[src/hdl/clq_pkg.sv]
package clq_pkg;

	localparam int RING_DEPTH_DEF = 64;

	localparam logic [1:0] OP_PUSH    = 2'd0;
	localparam logic [1:0] OP_ARM     = 2'd1;
	localparam logic [1:0] OP_SERVICE = 2'd2;
	localparam logic [1:0] OP_NONE    = 2'd3;

	localparam logic [7:0] CH_SPACE     = 8'h20;
	localparam logic [7:0] CH_TILDE     = 8'h7E;
	localparam logic [7:0] CH_BACKSPACE = 8'h08;
	localparam logic [7:0] CH_NEWLINE   = 8'h0A;

	localparam logic [15:0] COUNT_MAX = 16'hFFFF;

	typedef enum logic [1:0] {
		CMD_PUSH,
		CMD_ARM,
		CMD_SERVICE,
		CMD_NOP
	} cmd_kind_t;

	typedef struct packed {
		cmd_kind_t   kind;
		logic [7:0]  key_char;
		logic [15:0] request_count;
	} cmd_t;

	typedef struct packed {
		logic        accepted;
		logic        empty_res;
		logic        echo_valid;
		logic [7:0]  echo_char;
		logic        store_valid;
		logic [15:0] store_index;
		logic [7:0]  store_char;
		logic        done_res;
		logic [15:0] done_count;
	} res_t;

	typedef enum logic {
		BK_IDLE,
		BK_READ
	} back_state_t;

endpackage

[src/hdl/cooked_line_input_queue.sv]
// Canonical-mode keyboard line input. Each input beat carries an op: push a key
// into the RING_DEPTH-byte ring (dropped when full), arm a read request, or
// service one buffered character; every beat yields exactly one result beat.
// A two-entry command queue decouples the input side from the execution side,
// and a two-entry result queue holds finished results, so either side may
// stall. Pushes, arms and services of an empty ring finish in the execution
// unit straight from its idle state; a service that reads the ring passes
// through a read state, because the ring is a memory with a registered read
// port. The ring contents are not cleared by reset; only written bytes are
// ever read.
module cooked_line_input_queue import clq_pkg::*; #(
	parameter int RING_DEPTH = RING_DEPTH_DEF
) (
	input  logic        clk,
	input  logic        arst_n,
	input  logic        push,
	output logic        full,
	input  logic [1:0]  op,
	input  logic [7:0]  key_char,
	input  logic [15:0] request_count,
	output logic        empty,
	input  logic        pop,
	output logic        accepted,
	output logic        empty_res,
	output logic        echo_valid,
	output logic [7:0]  echo_char,
	output logic        store_valid,
	output logic [15:0] store_index,
	output logic [7:0]  store_char,
	output logic        done_res,
	output logic [15:0] done_count
);

	cmd_t cmd;
	logic cmd_empty;
	logic cmd_pop;
	logic res_full;
	logic res_push;
	res_t res;
	res_t res_out;

	clq_front u_front (
		.clk           (clk),
		.arst_n        (arst_n),
		.push          (push),
		.full          (full),
		.op            (op),
		.key_char      (key_char),
		.request_count (request_count),
		.cmd_pop       (cmd_pop),
		.cmd_empty     (cmd_empty),
		.cmd           (cmd)
	);

	clq_back #(
		.RING_DEPTH (RING_DEPTH)
	) u_back (
		.clk       (clk),
		.arst_n    (arst_n),
		.cmd_empty (cmd_empty),
		.cmd       (cmd),
		.cmd_pop   (cmd_pop),
		.res_full  (res_full),
		.res_push  (res_push),
		.res       (res)
	);

	clq_out_queue u_out (
		.clk      (clk),
		.arst_n   (arst_n),
		.res_push (res_push),
		.res_in   (res),
		.res_full (res_full),
		.pop      (pop),
		.empty    (empty),
		.res_out  (res_out)
	);

	assign accepted    = res_out.accepted;
	assign empty_res   = res_out.empty_res;
	assign echo_valid  = res_out.echo_valid;
	assign echo_char   = res_out.echo_char;
	assign store_valid = res_out.store_valid;
	assign store_index = res_out.store_index;
	assign store_char  = res_out.store_char;
	assign done_res    = res_out.done_res;
	assign done_count  = res_out.done_count;

endmodule

[src/hdl/clq_front.sv]
module clq_front import clq_pkg::*; (
	input  logic        clk,
	input  logic        arst_n,
	input  logic        push,
	output logic        full,
	input  logic [1:0]  op,
	input  logic [7:0]  key_char,
	input  logic [15:0] request_count,
	input  logic        cmd_pop,
	output logic        cmd_empty,
	output cmd_t        cmd
);

	cmd_t       slot_q [2];
	logic       wr_q;
	logic       rd_q;
	logic [1:0] cnt_q;
	logic       accept;
	cmd_t       cls;

	// Decode the opcode once here so the back end only sees a command kind.
	always_comb begin
		cls.key_char      = key_char;
		cls.request_count = request_count;
		unique case (op)
			OP_PUSH:    cls.kind = CMD_PUSH;
			OP_ARM:     cls.kind = CMD_ARM;
			OP_SERVICE: cls.kind = CMD_SERVICE;
			OP_NONE:    cls.kind = CMD_NOP;
		endcase
	end

	assign full      = (cnt_q == 2'd2);
	assign cmd_empty = (cnt_q == 2'd0);
	assign accept    = push && !full;
	assign cmd       = slot_q[rd_q];

	always_ff @(posedge clk) begin
		if (accept) begin
			slot_q[wr_q] <= cls;
		end
	end

	always_ff @(posedge clk or negedge arst_n) begin
		if (!arst_n) begin
			wr_q  <= 1'b0;
			rd_q  <= 1'b0;
			cnt_q <= 2'd0;
		end else begin
			if (accept) begin
				wr_q <= !wr_q;
			end
			if (cmd_pop) begin
				rd_q <= !rd_q;
			end
			if (accept && !cmd_pop) begin
				cnt_q <= cnt_q + 2'd1;
			end else if (!accept && cmd_pop) begin
				cnt_q <= cnt_q - 2'd1;
			end
		end
	end

endmodule

[src/hdl/clq_back.sv]
module clq_back import clq_pkg::*; #(
	parameter int RING_DEPTH = RING_DEPTH_DEF
) (
	input  logic clk,
	input  logic arst_n,
	input  logic cmd_empty,
	input  cmd_t cmd,
	output logic cmd_pop,
	input  logic res_full,
	output logic res_push,
	output res_t res
);

	localparam int PTR_W  = $clog2(RING_DEPTH);
	localparam int FILL_W = $clog2(RING_DEPTH + 1);

	logic [7:0]        ring [RING_DEPTH];
	logic [7:0]        rdata_q;
	back_state_t       state_q;
	back_state_t       state_d;
	logic [PTR_W-1:0]  wr_ptr_q;
	logic [PTR_W-1:0]  rd_ptr_q;
	logic [FILL_W-1:0] fill_q;
	logic [15:0]       rem_q;
	logic [15:0]       del_q;
	logic [15:0]       rem_d;
	logic [15:0]       del_d;
	logic              take;
	logic              ring_empty;
	logic              ring_full;
	logic              mem_we;
	logic              mem_re;
	logic              arm_load;
	logic              char_done;
	logic              printable;

	assign take       = !cmd_empty && !res_full;
	assign ring_empty = (fill_q == '0);
	assign ring_full  = (fill_q == FILL_W'(RING_DEPTH));
	assign printable  = (rdata_q >= CH_SPACE) && (rdata_q <= CH_TILDE);

	always_comb begin
		state_d = state_q;
		unique case (state_q)
			BK_IDLE: begin
				if (take && cmd.kind == CMD_SERVICE && !ring_empty) begin
					state_d = BK_READ;
				end
			end
			BK_READ: state_d = BK_IDLE;
		endcase
	end

	always_comb begin
		cmd_pop   = 1'b0;
		res_push  = 1'b0;
		res       = '0;
		mem_we    = 1'b0;
		mem_re    = 1'b0;
		arm_load  = 1'b0;
		char_done = 1'b0;
		rem_d     = rem_q;
		del_d     = del_q;
		unique case (state_q)
			BK_IDLE: begin
				if (take) begin
					cmd_pop = 1'b1;
					unique case (cmd.kind)
						CMD_PUSH: begin
							res_push = 1'b1;
							if (!ring_full) begin
								mem_we       = 1'b1;
								res.accepted = 1'b1;
							end
						end
						CMD_ARM: begin
							res_push = 1'b1;
							arm_load = 1'b1;
						end
						CMD_SERVICE: begin
							if (ring_empty) begin
								res_push      = 1'b1;
								res.empty_res = 1'b1;
							end else begin
								mem_re = 1'b1;
							end
						end
						CMD_NOP: res_push = 1'b1;
					endcase
				end
			end
			BK_READ: begin
				// Room in the result queue was checked when the command was taken.
				res_push  = 1'b1;
				char_done = 1'b1;
				if (rem_q != '0) begin
					if (printable) begin
						res.echo_valid  = 1'b1;
						res.echo_char   = rdata_q;
						res.store_valid = 1'b1;
						res.store_index = del_q;
						res.store_char  = rdata_q;
						if (del_q != COUNT_MAX) begin
							del_d = del_q + 16'd1;
						end
						rem_d = rem_q - 16'd1;
					end else if (rdata_q == CH_BACKSPACE && del_q != '0) begin
						res.echo_valid = 1'b1;
						res.echo_char  = rdata_q;
						del_d          = del_q - 16'd1;
						if (rem_q != COUNT_MAX) begin
							rem_d = rem_q + 16'd1;
						end
					end
					if (rdata_q == CH_NEWLINE || rem_d == '0) begin
						res.echo_valid = 1'b1;
						res.echo_char  = rdata_q;
						res.done_res   = 1'b1;
						res.done_count = del_d;
						rem_d          = '0;
					end
				end
			end
		endcase
	end

	always_ff @(posedge clk) begin
		if (mem_we) begin
			ring[wr_ptr_q] <= cmd.key_char;
		end
		if (mem_re) begin
			rdata_q <= ring[rd_ptr_q];
		end
	end

	always_ff @(posedge clk or negedge arst_n) begin
		if (!arst_n) begin
			state_q  <= BK_IDLE;
			wr_ptr_q <= '0;
			rd_ptr_q <= '0;
			fill_q   <= '0;
			rem_q    <= '0;
			del_q    <= '0;
		end else begin
			state_q <= state_d;
			if (mem_we) begin
				wr_ptr_q <= (wr_ptr_q == PTR_W'(RING_DEPTH - 1)) ? '0 : wr_ptr_q + PTR_W'(1);
				fill_q   <= fill_q + FILL_W'(1);
			end
			if (mem_re) begin
				rd_ptr_q <= (rd_ptr_q == PTR_W'(RING_DEPTH - 1)) ? '0 : rd_ptr_q + PTR_W'(1);
				fill_q   <= fill_q - FILL_W'(1);
			end
			if (arm_load) begin
				rem_q <= cmd.request_count;
				del_q <= '0;
			end
			if (char_done) begin
				rem_q <= rem_d;
				del_q <= del_d;
			end
		end
	end

endmodule

[src/hdl/clq_out_queue.sv]
module clq_out_queue import clq_pkg::*; (
	input  logic clk,
	input  logic arst_n,
	input  logic res_push,
	input  res_t res_in,
	output logic res_full,
	input  logic pop,
	output logic empty,
	output res_t res_out
);

	res_t       slot_q [2];
	logic       wr_q;
	logic       rd_q;
	logic [1:0] cnt_q;
	logic       take_beat;

	assign res_full  = (cnt_q == 2'd2);
	assign empty     = (cnt_q == 2'd0);
	assign take_beat = pop && !empty;
	assign res_out   = slot_q[rd_q];

	always_ff @(posedge clk) begin
		if (res_push) begin
			slot_q[wr_q] <= res_in;
		end
	end

	always_ff @(posedge clk or negedge arst_n) begin
		if (!arst_n) begin
			wr_q  <= 1'b0;
			rd_q  <= 1'b0;
			cnt_q <= 2'd0;
		end else begin
			if (res_push) begin
				wr_q <= !wr_q;
			end
			if (take_beat) begin
				rd_q <= !rd_q;
			end
			if (res_push && !take_beat) begin
				cnt_q <= cnt_q + 2'd1;
			end else if (!res_push && take_beat) begin
				cnt_q <= cnt_q - 2'd1;
			end
		end
	end

endmodule
[config.mk]
export PLATFORM = sky130hd
export DESIGN_NAME = cooked_line_input_queue
export DESIGN_NICKNAME = d
export VERILOG_FILES = /design/src/hdl/clq_pkg.sv /design/src/hdl/cooked_line_input_queue.sv /design/src/hdl/clq_front.sv /design/src/hdl/clq_back.sv /design/src/hdl/clq_out_queue.sv
export SDC_FILE = /design/constraint.sdc
export NUM_CORES = 1
export LEC_CHECK = 0
export ABC_AREA = 1
export BUFFER_PORTS_ARGS = -buffer_cell sky130_fd_sc_hd__buf_2
export CORE_ASPECT_RATIO = 0.7
export CORE_MARGIN = 4
export CORE_UTILIZATION = 25
export CTS_BUF_LIST = sky130_fd_sc_hd__clkbuf_4 sky130_fd_sc_hd__clkbuf_8
export CTS_CLUSTER_SIZE = 28
export DETAILED_ROUTE_END_ITERATION = 7
export HOLD_SLACK_MARGIN = 0.06
export PLACE_DENSITY_LB_ADDON = 0.08
export SLEW_MARGIN = 30
export SYNTH_ARGS = -nofsm -noshare
export SYNTH_HDL_FRONTEND = slang
export SYNTH_SLANG_ARGS = --single-unit
[constraint.sdc]
create_clock -name clk -period 4.2 [get_ports clk]
set_input_delay 1.26 -clock clk [delete_from_list [all_inputs] [get_ports clk]]
set_output_delay 1.26 -clock clk [all_outputs]
set_load 0.1 [all_outputs]
==> qor.csv <==
metric;value;unit
status;completed;
Syn-to-layout area delta;16.9;%
Crit path arrival time;2.67;ns
Yosys top cell by area;edfxtp_1;
later-pin clock latency in the skew report;0.82;ns
vias;21600;
power share of the clock group;22.5;%
Power Density;813;nW/um^2
io pins;85;
Synth Area in Simple Gates;15.3;%
TNS Setup;0;ns
Min Hold Slack;0.465;ns
Clock Path Buffers;3;
Worst Setup Start Kind;register;
final hold viol count;0;
Net Switching;13.7;mW
RSZ-0062 raised after global routing;false;
DRC errors left;0;
Via-to-Cell Ratio;4.63;
Cells after DPL;4425;
sequential fraction of the synthesis area;69.8;%
Data required, critical path;2.94;ns
Final Non-Filler Cells;4664;
Post-layout nets;2953;
total CTS buffers;130;
most frequent cells in the layout;678 x edfxtp_1, 480 x nand2_1, 446 x nor2_1;
routed wire length;100000;microns
crit share post-route;93.6;%
worst hold path class;in2async;
post-synthesis compound-gate area fraction;9.80;%
Finish-stage setup viols;0;
die width;431;microns
Worst Max-Slew Pin Slew;0.983;ns
Mapped Area;31300;sq um
Post-CTS Repair Setup Buffers;0;
Sw Share;46.0;%
Die ar.;131000;sq um
first-pass GRT wire length;148000;microns
Ys Warns;0;
Post-DP HPWL;63300;microns
Comb pwr share;41.9;%
largest family of logic cells by synthesized area;simple AND/OR/NAND/NOR gates;
VDD IR max;0.596;mV
fmax;0.254;GHz
Row Count;108;
normalized max-slew margin;34.2;%
Root Driver;clkbuf_8;
Cells after Synth;2747;
largest net degree at the start of global routing;118;
share of cells above drive strength 1;15.4;%
Die Height;304;microns
TritonCTS clock tree;yes;
average cell area after synthesis;11.4;sq um
DR pass1 iterations;5;
top cells by area, synth;edfxtp_1 65%, nand2_1 5.9%, nor2_1 5.5%, dfrtp_1 4.8%, o21ai_0 4.8%;
number of global-route vias before repair;21900;
crit path time final;3.93;ns
xor and xnor area share after synthesis;1.17;%
Clock Pin Slew Worst Setup and Hold Paths;0.06;ns
remaining global-route overflow;0;
Max FO, Critical Path;37;
core area;124000;sq um
Sink Count;738;
Final Skew;0.0397;ns
Hold Buf Count CTS;0;
Internal Power;16.1;mW
Lkg Pwr;12.9;nW
post-CTS resize count;0;
Reg power frac;35.6;%
Setup CP Type;reg2out;
DRT antenna net count;0;
Tot GR Track Use;15.1;%
maxcap violations;0;
IO buf count;84;
most common cell after layout, fill and taps aside;edfxtp_1;
Placement Setup Slack;0.856;ns
Setup crit end kind;primary output;
CTS HTree Levels;4;
fin util;29.5;%
FF+latch count, synth;738;
routability cong.;0.819;
initial antenna violation count;2;
Reg2Reg Setup Slack;0.86;ns
Final WS setup;0.270;ns
mux share of post-synthesis cell area;0.0320;%
drt initial violations;1635;
Slew Limit Fails;0;
Distinct cells, synth;44;
drt wl/cell;21.5;microns
Starting Density;25.2;%
Synth top area share;65.0;%
Synth Area in Adders;0.663;%
## power groups by stage
| stage | combinational, mW | clock (mW) | sequential, mW |
|---|---|---|---|
| detailed placement | 12.6 | 0 | 10.7 |
| finish | 12.5 | 6.70 | 10.6 |
| global route | 13.6 | 7.34 | 10.7 |
| CTS | 12.7 | 6.98 | 10.6 |
| floorplan | 8.41 | 0 | 10.5 |
| global placement | 12.7 | 0 | 10.7 |
## synth_stat cells (all sizes together)
cell    instances
buf            23
o22ai          99
nand3         127
inv           101
o21a            2
a21oi          59
nor3           14
clkinv          7
xnor2           3
a31oi           1
nand2         498
and2b           1
nand3b          1
nand4          28
o211ai         18
o21bai          1
or2             2
xor2           39
dfrtp          60
ha             15
mux2i           1
nor4            5
o21ai         306
a211oi          1
clkbuf        124
o31ai           2
nor2          480
fa              1
conb            1
o221ai         49
edfxtp        678
## through the flow
step                      total power, mW  instance area, sq um
after floorplan                      18.9                 31300
after global placement               23.4                 34000
after detailed placement             23.4                 34000
after CTS                            30.2                 36600
after global routing                 31.6                 36600
final                                29.8                 36600
## sequential cells by signal (all words and copies together), names as in the netlist
name,flops
u_front.slot_q,52
u_back.wr_ptr_q,6
u_out.slot_q,106
u_front.cnt_q,2
u_out.rd_q,1
u_back.ring,512
u_out.cnt_q,2
u_out.wr_q,1
u_front.wr_q,1
u_back.state_q,1
u_back.rdata_q,8
u_back.rd_ptr_q,6
u_front.rd_q,1
u_back.rem_q,16
u_back.del_q,16
u_back.fill_q,7
## final timing paths
path | startpoint | end | cells after the start
worst min-delay path | arst_n | u_back.del_q[9]$_DFFE_PN0P_ | 1
min in group clk | u_back.fill_q[4]$_DFFE_PN0P_ | u_back.fill_q[4]$_DFFE_PN0P_ | 2
worst max register to register | u_back.del_q[0]$_DFFE_PN0P_ | u_out.slot_q[1][45]$_DFFE_PP_ | 19
worst max-delay path | u_out.rd_q$_DFFE_PN0P_ | store_index[3] | 5
worst min register to register | u_back.fill_q[4]$_DFFE_PN0P_ | u_back.fill_q[4]$_DFFE_PN0P_ | 2
max in group asynchronous | arst_n | u_back.fill_q[1]$_DFFE_PN0P_ | 2
## per-layer routing
layer	global-route usage [%]	up-vias	wire length (microns)
met5	0	-	0
li1	-	10100	-
met2	20.8	490	40600
met1	23.6	10900	53000
met3	2.79	140	4550
met4	4.78	0	2050
## layout make-up
type / count / area (sq um)
fill: 12800 / 87600
sequential: 738 / 21900
multi-input combinational: 1755 / 8500
clock buffer: 191 / 2300
tap: 1650 / 2060
timing repair buffer: 174 / 1170
inverter: 108 / 412
clock inverter: 46 / 263
antenna: 2 / 5.00
## critical path: stages (launching register included)
cell and delay (ns):
dfrtp_2 0.41, inv_2 0.55, buf_4 0.34, nand2_1 0.07, nand2_1 0.06, buf_2 0.43
## kinds of logic after synthesis
logic type | after synthesis
xor gates and xnor gates | 42
muxes | 1
DFF | 738
and+or+nand+nor | 1156
other | 1
buffers and inverters | 255
AOI/OAI and AO/OA | 538
adders and majority gates | 16
Note: power is estimated with default switching activity, not from simulation.
